[src/hdl/infix_expression_evaluator_defines.svh]
// ---------------------------------------------------------------------------
// Infix expression evaluator - assertion macros
// Shared property forms for the evaluator blocks; clocked on clk,
// disabled while rst_n is low.
// ---------------------------------------------------------------------------
`ifndef INFIX_EXPRESSION_EVALUATOR_DEFINES_SVH
`define INFIX_EXPRESSION_EVALUATOR_DEFINES_SVH

// same-cycle implication
`define IEE_ASSERT_IMP(lbl, ante, cons, msg) \
  lbl: assert property (@(posedge clk) disable iff (!rst_n) (ante) |-> (cons)) \
    else $error(msg);

// next-cycle implication
`define IEE_ASSERT_NXT(lbl, ante, cons, msg) \
  lbl: assert property (@(posedge clk) disable iff (!rst_n) (ante) |=> (cons)) \
    else $error(msg);

`endif

[src/hdl/iee_pkg.sv]
// ---------------------------------------------------------------------------
// iee_pkg
// Types, codes and helpers shared by the infix expression evaluator.
// ---------------------------------------------------------------------------
`default_nettype none

package iee_pkg;

  localparam int DATA_W = 32;
  localparam int CNT_W  = $clog2(DATA_W);

  typedef logic [DATA_W-1:0] word_t;

  // token kinds
  localparam logic ACT_NUM = 1'b0;
  localparam logic ACT_OP  = 1'b1;

  // operator codes
  typedef logic [1:0] op_t;
  localparam op_t OP_ADD = 2'd0;
  localparam op_t OP_SUB = 2'd1;
  localparam op_t OP_MUL = 2'd2;
  localparam op_t OP_DIV = 2'd3;

  // status codes
  typedef logic [1:0] status_t;
  localparam status_t ST_OK        = 2'd0;
  localparam status_t ST_DIVZERO   = 2'd1;
  localparam status_t ST_MALFORMED = 2'd2;

  typedef enum logic [1:0] {
    MUL_NONE,
    MUL_MUL,
    MUL_DIV
  } mul_kind_t;

  typedef enum logic [1:0] {
    S_IDLE,
    S_BUSY,
    S_FIN
  } state_t;

  typedef struct packed {
    logic start;
    logic is_div;
  } md_req_t;

  typedef struct packed {
    logic busy;
    logic done;
  } md_rsp_t;

  // join the pending term into the running sum
  function automatic word_t fold(input word_t sum, input word_t term, input logic sub);
    fold = sub ? (sum - term) : (sum + term);
  endfunction

endpackage

`default_nettype wire

[src/hdl/iee_if.sv]
// ---------------------------------------------------------------------------
// iee_if
// Token and result channels of the evaluator, valid/ready handshake.
// ---------------------------------------------------------------------------
`default_nettype none

interface iee_in_if;
  logic                             valid;
  logic                             ready;
  logic                             action;
  logic signed [iee_pkg::DATA_W-1:0] value;
  logic [1:0]                       op_code;
  logic                             last;

  modport source (output valid, action, value, op_code, last, input ready);
  modport sink   (input valid, action, value, op_code, last, output ready);
endinterface

interface iee_out_if;
  logic                             valid;
  logic                             ready;
  logic signed [iee_pkg::DATA_W-1:0] result;
  logic [1:0]                       status;

  modport source (output valid, result, status, input ready);
  modport sink   (input valid, result, status, output ready);
endinterface

`default_nettype wire

[src/hdl/iee_muldiv.sv]
// ---------------------------------------------------------------------------
// iee_muldiv
// Shared bit-serial unit: shift-add multiply (low word) and restoring
// signed divide truncating toward zero, one bit per cycle.
// ---------------------------------------------------------------------------
`default_nettype none

module iee_muldiv (
  input  logic             clk,
  input  logic             rst_n,
  input  iee_pkg::md_req_t req,
  input  iee_pkg::word_t   opa,
  input  iee_pkg::word_t   opb,
  output iee_pkg::md_rsp_t rsp,
  output iee_pkg::word_t   result
);

  localparam int W = iee_pkg::DATA_W;

  // control
  logic                      busy_r, busy_nxt;
  logic                      done_r, done_nxt;
  logic [iee_pkg::CNT_W-1:0] cnt_r, cnt_nxt;
  // datapath
  iee_pkg::word_t            acc_r, acc_nxt;   // product / partial remainder
  iee_pkg::word_t            sh_r, sh_nxt;     // multiplier / dividend-quotient
  iee_pkg::word_t            opd_r, opd_nxt;   // multiplicand / divisor
  logic                      div_r, div_nxt;
  logic                      neg_r, neg_nxt;

  iee_pkg::word_t            a_mag, b_mag, mul_sum;
  logic [W:0]                rem_sh, diff;

  always_comb begin
    a_mag   = opa[W-1] ? (~opa + 1'b1) : opa;
    b_mag   = opb[W-1] ? (~opb + 1'b1) : opb;
    rem_sh  = {acc_r, sh_r[W-1]};
    diff    = rem_sh - {1'b0, opd_r};
    mul_sum = acc_r + opd_r;

    busy_nxt = busy_r;
    done_nxt = 1'b0;
    cnt_nxt  = cnt_r;
    acc_nxt  = acc_r;
    sh_nxt   = sh_r;
    opd_nxt  = opd_r;
    div_nxt  = div_r;
    neg_nxt  = neg_r;

    if (req.start && !busy_r) begin
      busy_nxt = 1'b1;
      cnt_nxt  = '0;
      acc_nxt  = '0;
      div_nxt  = req.is_div;
      neg_nxt  = opa[W-1] ^ opb[W-1];
      if (req.is_div) begin
        sh_nxt  = a_mag;
        opd_nxt = b_mag;
      end else begin
        sh_nxt  = opb;
        opd_nxt = opa;
      end
    end else if (busy_r) begin
      cnt_nxt = cnt_r + 1'b1;
      if (div_r) begin
        if (!diff[W]) begin
          acc_nxt = diff[W-1:0];
          sh_nxt  = {sh_r[W-2:0], 1'b1};
        end else begin
          acc_nxt = rem_sh[W-1:0];
          sh_nxt  = {sh_r[W-2:0], 1'b0};
        end
      end else begin
        if (sh_r[0]) begin
          acc_nxt = mul_sum;
        end
        opd_nxt = {opd_r[W-2:0], 1'b0};
        sh_nxt  = {1'b0, sh_r[W-1:1]};
      end
      if (cnt_r == iee_pkg::CNT_W'(W-1)) begin
        busy_nxt = 1'b0;
        done_nxt = 1'b1;
      end
    end
  end

  always_ff @(posedge clk) begin
    if (!rst_n) begin
      busy_r <= 1'b0;
      done_r <= 1'b0;
      cnt_r  <= '0;
    end else begin
      busy_r <= busy_nxt;
      done_r <= done_nxt;
      cnt_r  <= cnt_nxt;
    end
  end

  always_ff @(posedge clk) begin
    acc_r <= acc_nxt;
    sh_r  <= sh_nxt;
    opd_r <= opd_nxt;
    div_r <= div_nxt;
    neg_r <= neg_nxt;
  end

  assign rsp.busy = busy_r;
  assign rsp.done = done_r;
  assign result   = div_r ? (neg_r ? (~sh_r + 1'b1) : sh_r) : acc_r;

endmodule

`default_nettype wire

[src/hdl/infix_expression_evaluator.sv]
// ---------------------------------------------------------------------------
// infix_expression_evaluator
// Token-serial evaluator of +, -, *, / expressions with two precedence
// levels; keeps a running sum and a pending product term.
// ---------------------------------------------------------------------------
//
//  channel   dir  word                              handshake
//  in_tok    in   action, value, op_code, last      valid/ready
//  out_res   out  result, status                    valid/ready
//
//  Operator tokens and numbers with no pending * or / are taken in S_IDLE.
//  A number that completes a * or / (nonzero divisor) waits in S_BUSY while
//  the bit-serial multiply/divide unit retires one bit per cycle.
//  A last token that went through that unit is written out from S_FIN.
//  Reset (rst_n low, synchronous) starts a fresh expression, output empty.
//  A last token is held off while the output register is full and not
//  being taken; other tokens pass (in S_IDLE) regardless of out_res.ready.
// ---------------------------------------------------------------------------
`default_nettype none
`include "infix_expression_evaluator_defines.svh"

module infix_expression_evaluator (
  input  logic      clk,
  input  logic      rst_n,
  iee_in_if.sink    in_tok,
  iee_out_if.source out_res
);

  iee_pkg::state_t    state_r, state_nxt;
  iee_pkg::word_t     sum_r, sum_nxt;
  iee_pkg::word_t     term_r, term_nxt;
  logic               addk_r, addk_nxt;
  iee_pkg::mul_kind_t mulk_r, mulk_nxt;
  logic               expect_r, expect_nxt;
  iee_pkg::status_t   err_r, err_nxt;
  logic               last_r, last_nxt;
  logic               out_valid_r, out_valid_nxt;
  iee_pkg::word_t     result_r, result_nxt;
  iee_pkg::status_t   status_r, status_nxt;

  iee_pkg::md_req_t   md_req;
  iee_pkg::md_rsp_t   md_rsp;
  iee_pkg::word_t     md_result;

  logic               accept, slot_free, emit, go_busy;
  iee_pkg::status_t   fin_st;
  iee_pkg::word_t     fin_res;

  iee_muldiv u_muldiv (
    .clk    (clk),
    .rst_n  (rst_n),
    .req    (md_req),
    .opa    (term_r),
    .opb    (in_tok.value),
    .rsp    (md_rsp),
    .result (md_result)
  );

  assign slot_free = !out_valid_r || out_res.ready;

  always_comb begin
    state_nxt     = state_r;
    sum_nxt       = sum_r;
    term_nxt      = term_r;
    addk_nxt      = addk_r;
    mulk_nxt      = mulk_r;
    expect_nxt    = expect_r;
    err_nxt       = err_r;
    last_nxt      = last_r;
    out_valid_nxt = out_valid_r && !out_res.ready;
    result_nxt    = result_r;
    status_nxt    = status_r;
    md_req        = '0;
    in_tok.ready  = 1'b0;
    accept        = 1'b0;
    emit          = 1'b0;
    go_busy       = 1'b0;
    fin_st        = iee_pkg::ST_OK;
    fin_res       = '0;

    case (state_r)
      iee_pkg::S_IDLE: begin
        in_tok.ready = !in_tok.last || slot_free;
        accept       = in_tok.valid && in_tok.ready;
        if (accept) begin
          if (in_tok.action == iee_pkg::ACT_NUM) begin
            if (!expect_r) begin
              if (err_r == iee_pkg::ST_OK) err_nxt = iee_pkg::ST_MALFORMED;
            end else begin
              expect_nxt = 1'b0;
              mulk_nxt   = iee_pkg::MUL_NONE;
              case (mulk_r)
                iee_pkg::MUL_MUL: begin
                  md_req.start  = 1'b1;
                  md_req.is_div = 1'b0;
                  go_busy       = 1'b1;
                end
                iee_pkg::MUL_DIV: begin
                  if (in_tok.value == '0) begin
                    if (err_r == iee_pkg::ST_OK) err_nxt = iee_pkg::ST_DIVZERO;
                    term_nxt = '0;
                  end else begin
                    md_req.start  = 1'b1;
                    md_req.is_div = 1'b1;
                    go_busy       = 1'b1;
                  end
                end
                default: term_nxt = in_tok.value;
              endcase
            end
          end else begin
            if (expect_r) begin
              if (err_r == iee_pkg::ST_OK) err_nxt = iee_pkg::ST_MALFORMED;
            end else begin
              expect_nxt = 1'b1;
              case (in_tok.op_code)
                iee_pkg::OP_MUL: mulk_nxt = iee_pkg::MUL_MUL;
                iee_pkg::OP_DIV: mulk_nxt = iee_pkg::MUL_DIV;
                default: begin
                  sum_nxt  = iee_pkg::fold(sum_r, term_r, addk_r);
                  term_nxt = '0;
                  addk_nxt = in_tok.op_code[0];
                  mulk_nxt = iee_pkg::MUL_NONE;
                end
              endcase
            end
          end

          if (go_busy) begin
            state_nxt = iee_pkg::S_BUSY;
            last_nxt  = in_tok.last;
          end else if (in_tok.last) begin
            // sum is unchanged whenever the expression ends on a number
            emit = 1'b1;
            if (err_nxt != iee_pkg::ST_OK) fin_st = err_nxt;
            else if (expect_nxt)           fin_st = iee_pkg::ST_MALFORMED;
            if (fin_st == iee_pkg::ST_OK)
              fin_res = iee_pkg::fold(sum_r, term_nxt, addk_r);
          end
        end
      end

      iee_pkg::S_BUSY: begin
        if (md_rsp.done) begin
          term_nxt  = md_result;
          state_nxt = last_r ? iee_pkg::S_FIN : iee_pkg::S_IDLE;
        end
      end

      iee_pkg::S_FIN: begin
        if (slot_free) begin
          emit      = 1'b1;
          state_nxt = iee_pkg::S_IDLE;
          fin_st    = err_r;
          if (err_r == iee_pkg::ST_OK)
            fin_res = iee_pkg::fold(sum_r, term_r, addk_r);
        end
      end

      default: state_nxt = iee_pkg::S_IDLE;
    endcase

    if (emit) begin
      out_valid_nxt = 1'b1;
      result_nxt    = fin_res;
      status_nxt    = fin_st;
      sum_nxt       = '0;
      term_nxt      = '0;
      addk_nxt      = 1'b0;
      mulk_nxt      = iee_pkg::MUL_NONE;
      expect_nxt    = 1'b1;
      err_nxt       = iee_pkg::ST_OK;
    end
  end

  always_ff @(posedge clk) begin
    if (!rst_n) begin
      state_r     <= iee_pkg::S_IDLE;
      sum_r       <= '0;
      term_r      <= '0;
      addk_r      <= 1'b0;
      mulk_r      <= iee_pkg::MUL_NONE;
      expect_r    <= 1'b1;
      err_r       <= iee_pkg::ST_OK;
      last_r      <= 1'b0;
      out_valid_r <= 1'b0;
    end else begin
      state_r     <= state_nxt;
      sum_r       <= sum_nxt;
      term_r      <= term_nxt;
      addk_r      <= addk_nxt;
      mulk_r      <= mulk_nxt;
      expect_r    <= expect_nxt;
      err_r       <= err_nxt;
      last_r      <= last_nxt;
      out_valid_r <= out_valid_nxt;
    end
  end

  always_ff @(posedge clk) begin
    result_r <= result_nxt;
    status_r <= status_nxt;
  end

  assign out_res.valid  = out_valid_r;
  assign out_res.result = result_r;
  assign out_res.status = status_r;

  `IEE_ASSERT_IMP(a_err_zero_result, out_valid_r && (status_r != iee_pkg::ST_OK),
                  result_r == '0, "result not zero on error status")
  `IEE_ASSERT_IMP(a_done_in_busy, md_rsp.done, state_r == iee_pkg::S_BUSY,
                  "mul/div done outside busy state")
  `IEE_ASSERT_IMP(a_emit_free, emit, slot_free, "result written over a pending word")
  `IEE_ASSERT_NXT(a_start_busy, md_req.start, md_rsp.busy, "mul/div unit did not start")

endmodule

`default_nettype wire

[src/flat_wrapper.sv]
// flat-port wrapper written by rule: the top's interface ports become plain ports
module infix_expression_evaluator_flat 
  (clk, rst_n, in_tok_valid, in_tok_action, in_tok_value, in_tok_op_code, in_tok_last, in_tok_ready, out_res_valid, out_res_result, out_res_status, out_res_ready);
  iee_in_if in_tok_i ();
  iee_out_if out_res_i ();
  input  logic clk;
  input  logic rst_n;
  input wire logic [$bits(in_tok_i.valid)-1:0] in_tok_valid;
  input wire logic [$bits(in_tok_i.action)-1:0] in_tok_action;
  input wire logic [$bits(in_tok_i.value)-1:0] in_tok_value;
  input wire logic [$bits(in_tok_i.op_code)-1:0] in_tok_op_code;
  input wire logic [$bits(in_tok_i.last)-1:0] in_tok_last;
  output wire logic [$bits(in_tok_i.ready)-1:0] in_tok_ready;
  output wire logic [$bits(out_res_i.valid)-1:0] out_res_valid;
  output wire logic [$bits(out_res_i.result)-1:0] out_res_result;
  output wire logic [$bits(out_res_i.status)-1:0] out_res_status;
  input wire logic [$bits(out_res_i.ready)-1:0] out_res_ready;
  assign in_tok_i.valid = in_tok_valid;
  assign in_tok_i.action = in_tok_action;
  assign in_tok_i.value = in_tok_value;
  assign in_tok_i.op_code = in_tok_op_code;
  assign in_tok_i.last = in_tok_last;
  assign in_tok_ready = in_tok_i.ready;
  assign out_res_valid = out_res_i.valid;
  assign out_res_result = out_res_i.result;
  assign out_res_status = out_res_i.status;
  assign out_res_i.ready = out_res_ready;
  infix_expression_evaluator u_core (.clk(clk), .rst_n(rst_n), .in_tok(in_tok_i), .out_res(out_res_i));
endmodule
[config.mk]
export PLATFORM = sky130hd
export DESIGN_NAME = infix_expression_evaluator_flat
export DESIGN_NICKNAME = d
export VERILOG_FILES = /design/src/hdl/iee_pkg.sv /design/src/hdl/iee_if.sv /design/src/hdl/iee_muldiv.sv /design/src/hdl/infix_expression_evaluator.sv /design/src/flat_wrapper.sv
export VERILOG_INCLUDE_DIRS = /design/src /design/src/hdl
export SDC_FILE = /design/constraint.sdc
export NUM_CORES = 1
export LEC_CHECK = 0
export BUFFER_PORTS_ARGS = -buffer_cell sky130_fd_sc_hd__buf_2
export CAP_MARGIN = 10
export CORE_MARGIN = 10
export CORE_UTILIZATION = 58
export DETAILED_ROUTE_END_ITERATION = 16
export PLACE_DENSITY = 0.8
export SYNTH_ARGS = -nofsm -noshare
export SYNTH_HDL_FRONTEND = slang
export SYNTH_SLANG_ARGS = --single-unit
[constraint.sdc]
create_clock -name clk -period 17.2 [get_ports clk]
set_input_delay 0.86 -clock clk [delete_from_list [all_inputs] [get_ports clk]]
set_output_delay 0.86 -clock clk [all_outputs]
set_load 0.02 [all_outputs]
==> run metrics <==
FP Rows between 60 and 70; most frequent cells in the layout nand2_1 (275), nor2_1 (251), a21oi_1 (234); Hold Violations, Final 0; CTS Buf Count 26; routed wire length 62470 µm; Synth cell types 95; Routed WL per cell around 21 µm; CTS sink count about 210; critical path fanouts, max 47; CP Capture Type register; largest net degree at the start of global routing 127; vias in the first global route about 18000; yosys warns 0; Slew @ Worst Pin roughly 1.2 ns; Die Ht roughly 210 µm; Synth Flop Type dfxtp_1; peak supply drop ~0.000083 V; Initial DRC Count 2129; fmax between 0.15 and 0.2 GHz; CTS tree yes; post-synthesis adder-cell area fraction 0.08723; Final setup viols 0; CP dominant cell by count ha_1; Worst EP required about 17 ns; Avg Cell Area, Syn 7.784 µm²; pwr dens between 70 and 80 mW/mm²; Initial Utilization 0.5859; routed via count about 19000; clock root cell clkbuf_16; Hold/Removal Path Class register to register; Crit-path slowest cell or4b_4; status finished clean; Syn Inst Count around 2600; flops & latches, synth ~210; Synth Area in Compound Gates 0.2782; Clk network pwr share 0.352; Combinational Power Share 0.301; clock latency on the worst-skew pair about 0.55 ns; syn nets approximately 2800; TNS Setup 0 ns; Syn Std Cell Area between 0.02 and 0.025 mm²; clk buf depth 3; Startpoint Class input port; Pleak 8.501 nW; Hold WS roughly 0.49 ns; Max-slew headroom 0.2185; Post-CTS Hold Fix Bufs 0; post-CTS setup buffers 0; Total Die Area between 0.04 and 0.05 mm²; IO Pins 76; global router's overall resource usage 0.2839; largest stage delay on the critical path approximately 0.54 ns; first-pass GRT wire length 98380 µm; share of layout cells above drive strength 1 0.07719; internal power 0.001111 W; post-CTS sizing 0; core area approximately 0.034 mm²; post-synthesis sequential area ratio 0.2614; crit share post-route 0.3860; proportion of synthesized area in mux cells 0.02752; Post-synth EDFFs 100; DRC errors left 0; post-synthesis xor/xnor area fraction 0.1100; Synth Area in Simple Gates 0.1865; number of buffers added on ports 75; max-slew violations 0; Worst Skew 0.01780 ns; drt first pass iters 6; asr flop ratio synth 0; Crit Path Class input port to register; clock-pin slew on the worst setup and hold paths about 0.06 ns; main combinational cell family by area after synthesis compound AO/OA/AOI/OAI gates; CTS HTree Levels 1; MaxCap Viol Count 0; antenna-violating nets left 0; commonest non-fill, non-tap cell in the layout nand2_1; Sequential Power Share 0.347; Detailed Place HPWL between 40000 and 50000 µm; routed vias/inst approximately 6.4; switching share of power 0.3398; area grow syn2layout 6.878%; WP data arrival a little under 7 ns; P_sw about 0.00057 W; die width 206.3 µm; # nets final around 2700; GRT Residual Overflow 0; initial antenna violation count 7; RSZ-0062 raised after global routing no; placer congestion estimate 0.9896; Final min period about 6.6 ns
[layer usage]
layer	vias up	global-route usage	share of wire
met3	132	0.03668	0.075
met2	816	0.4553	0.45
met5	-	0	0.00066
met1	9150	0.3841	0.44
met4	6	0.1027	0.035
li1	9354	-	-
[cells in the mapped netlist, types with 8 or more instances]
cell type	number	area, µm²
a21boi_0	8	60.06
nand3_1	42	210.2
and2_1	13	81.33
a31oi_1	32	200.2
nand4_1	16	100.1
nor2_1	252	945.9
clkbuf_1	115	431.7
o21ai_0	215	1076
a21o_1	63	473.0
nand2_1	277	1040
edfxtp_1	100	3003
inv_1	78	292.8
o22ai_1	15	93.84
ha_1	134	1677
o21bai_1	14	105.1
a211oi_1	40	300.3
nor2b_1	25	156.4
mux2i_1	52	520.5
o31ai_1	34	255.2
nor3_1	46	230.2
a22oi_1	45	337.8
xnor2_1	105	919.6
buf_2	24	120.1
and3_1	16	100.1
o41ai_1	9	78.83
or3_1	25	156.4
xor2_1	146	1279
o21a_1	28	210.2
o21ai_1	18	90.09
nand2b_1	27	168.9
dfxtp_1	113	2262
buf_1	20	75.07
a21oi_1	234	1171
o211ai_1	45	337.8
or4_1	15	112.6
o31a_1	13	113.9
[path summary, 6_finish.rpt]
path                                       from                             endpoint  slack [ns]  depth (start not counted)
hold reg to reg   u_core.sum_r[19]$_SDFFE_PP0P_        u_core.sum_r[19]$_SDFFE_PP0P_        0.49                          2
hold / removal    u_core.sum_r[19]$_SDFFE_PP0P_        u_core.sum_r[19]$_SDFFE_PP0P_        0.49                          2
setup reg to reg  u_core.mulk_r[0]$_SDFFE_PP0P_  u_core.out_res.result[30]$_DFFE_PP_       11.08                         20
setup / recovery                in_tok_value[1]  u_core.out_res.result[30]$_DFFE_PP_       10.56                         26
[cell families (layout without fill, tap and decap cells)]
| kind of cell | after synthesis | after routing |
|---|---|---|
| AO/OA/AOI/OAI | 882 | 882 |
| AND/OR/NAND/NOR | 802 | 802 |
| XOR/XNOR | 252 | 252 |
| buffers and inverters | 245 | 223 |
| flip-flops | 213 | 213 |
| adder cells (fa/ha/maj) | 138 | 138 |
| multiplexers | 55 | 55 |
| other | 0 | 5 |
[critical path, delay by kind of cell]
kind                     cells  cell delay (ns)
buffers and inverters        2             0.19
AO/OA/AOI/OAI                9             2.20
multiplexers                 1             0.20
adder cells (fa/ha/maj)      3             0.76
XOR/XNOR                     1             0.24
AND/OR/NAND/NOR             10             2.42
[layout make-up]
cell class,instances,area [µm²]
Multi-Input combinational cell,2129,13930
Fill cell,3116,12850
Clock inverter,17,212.7
Inverter,79,296.5
Timing Repair Buffer,96,533.0
Clock buffer,31,700.7
Antenna cell,5,12.51
Tap cell,455,569.3
Sequential cell,213,5266
[power groups by stage]
| stage | Combinational (W) | Clock, W | Sequential, W |
|---|---|---|---|
| floorplan | 0.000387 | 0 | 0.000576 |
| global placement | 0.000482 | 0 | 0.000591 |
| detailed placement | 0.000492 | 0 | 0.000592 |
| CTS | 0.000497 | 0.000597 | 0.000582 |
| global route | 0.000554 | 0.000615 | 0.000586 |
| finish | 0.000507 | 0.000593 | 0.000584 |
[flip-flops by register name (all words and copies together) (netlist names), 5 cells and up]
signal	cells
u_core.u_muldiv.opd_r	32
u_core.out_res.result	32
u_core.term_r	32
u_core.u_muldiv.acc_r	32
u_core.u_muldiv.cnt_r	5
u_core.sum_r	32
u_core.u_muldiv.sh_r	32
[metrics by stage]
stage / utilization / total power, W / cells / setup slack, ns / instance area, µm²
floorplan: - / 0.0009629 / 2587 / 11.14 / 20140
global placement: 0.5992 / 0.001073 / 2972 / 10.38 / 20600
detailed placement: 0.5992 / 0.001084 / 2972 / 10.23 / 20600
CTS: 0.6258 / 0.001675 / 3020 / 10.75 / 21510
global route: 0.6260 / 0.001756 / 3023 / 10.16 / 21520
finish: 0.6262 / 0.001683 / 3025 / 10.56 / 21520
Power figures use the tool's default switching activity.
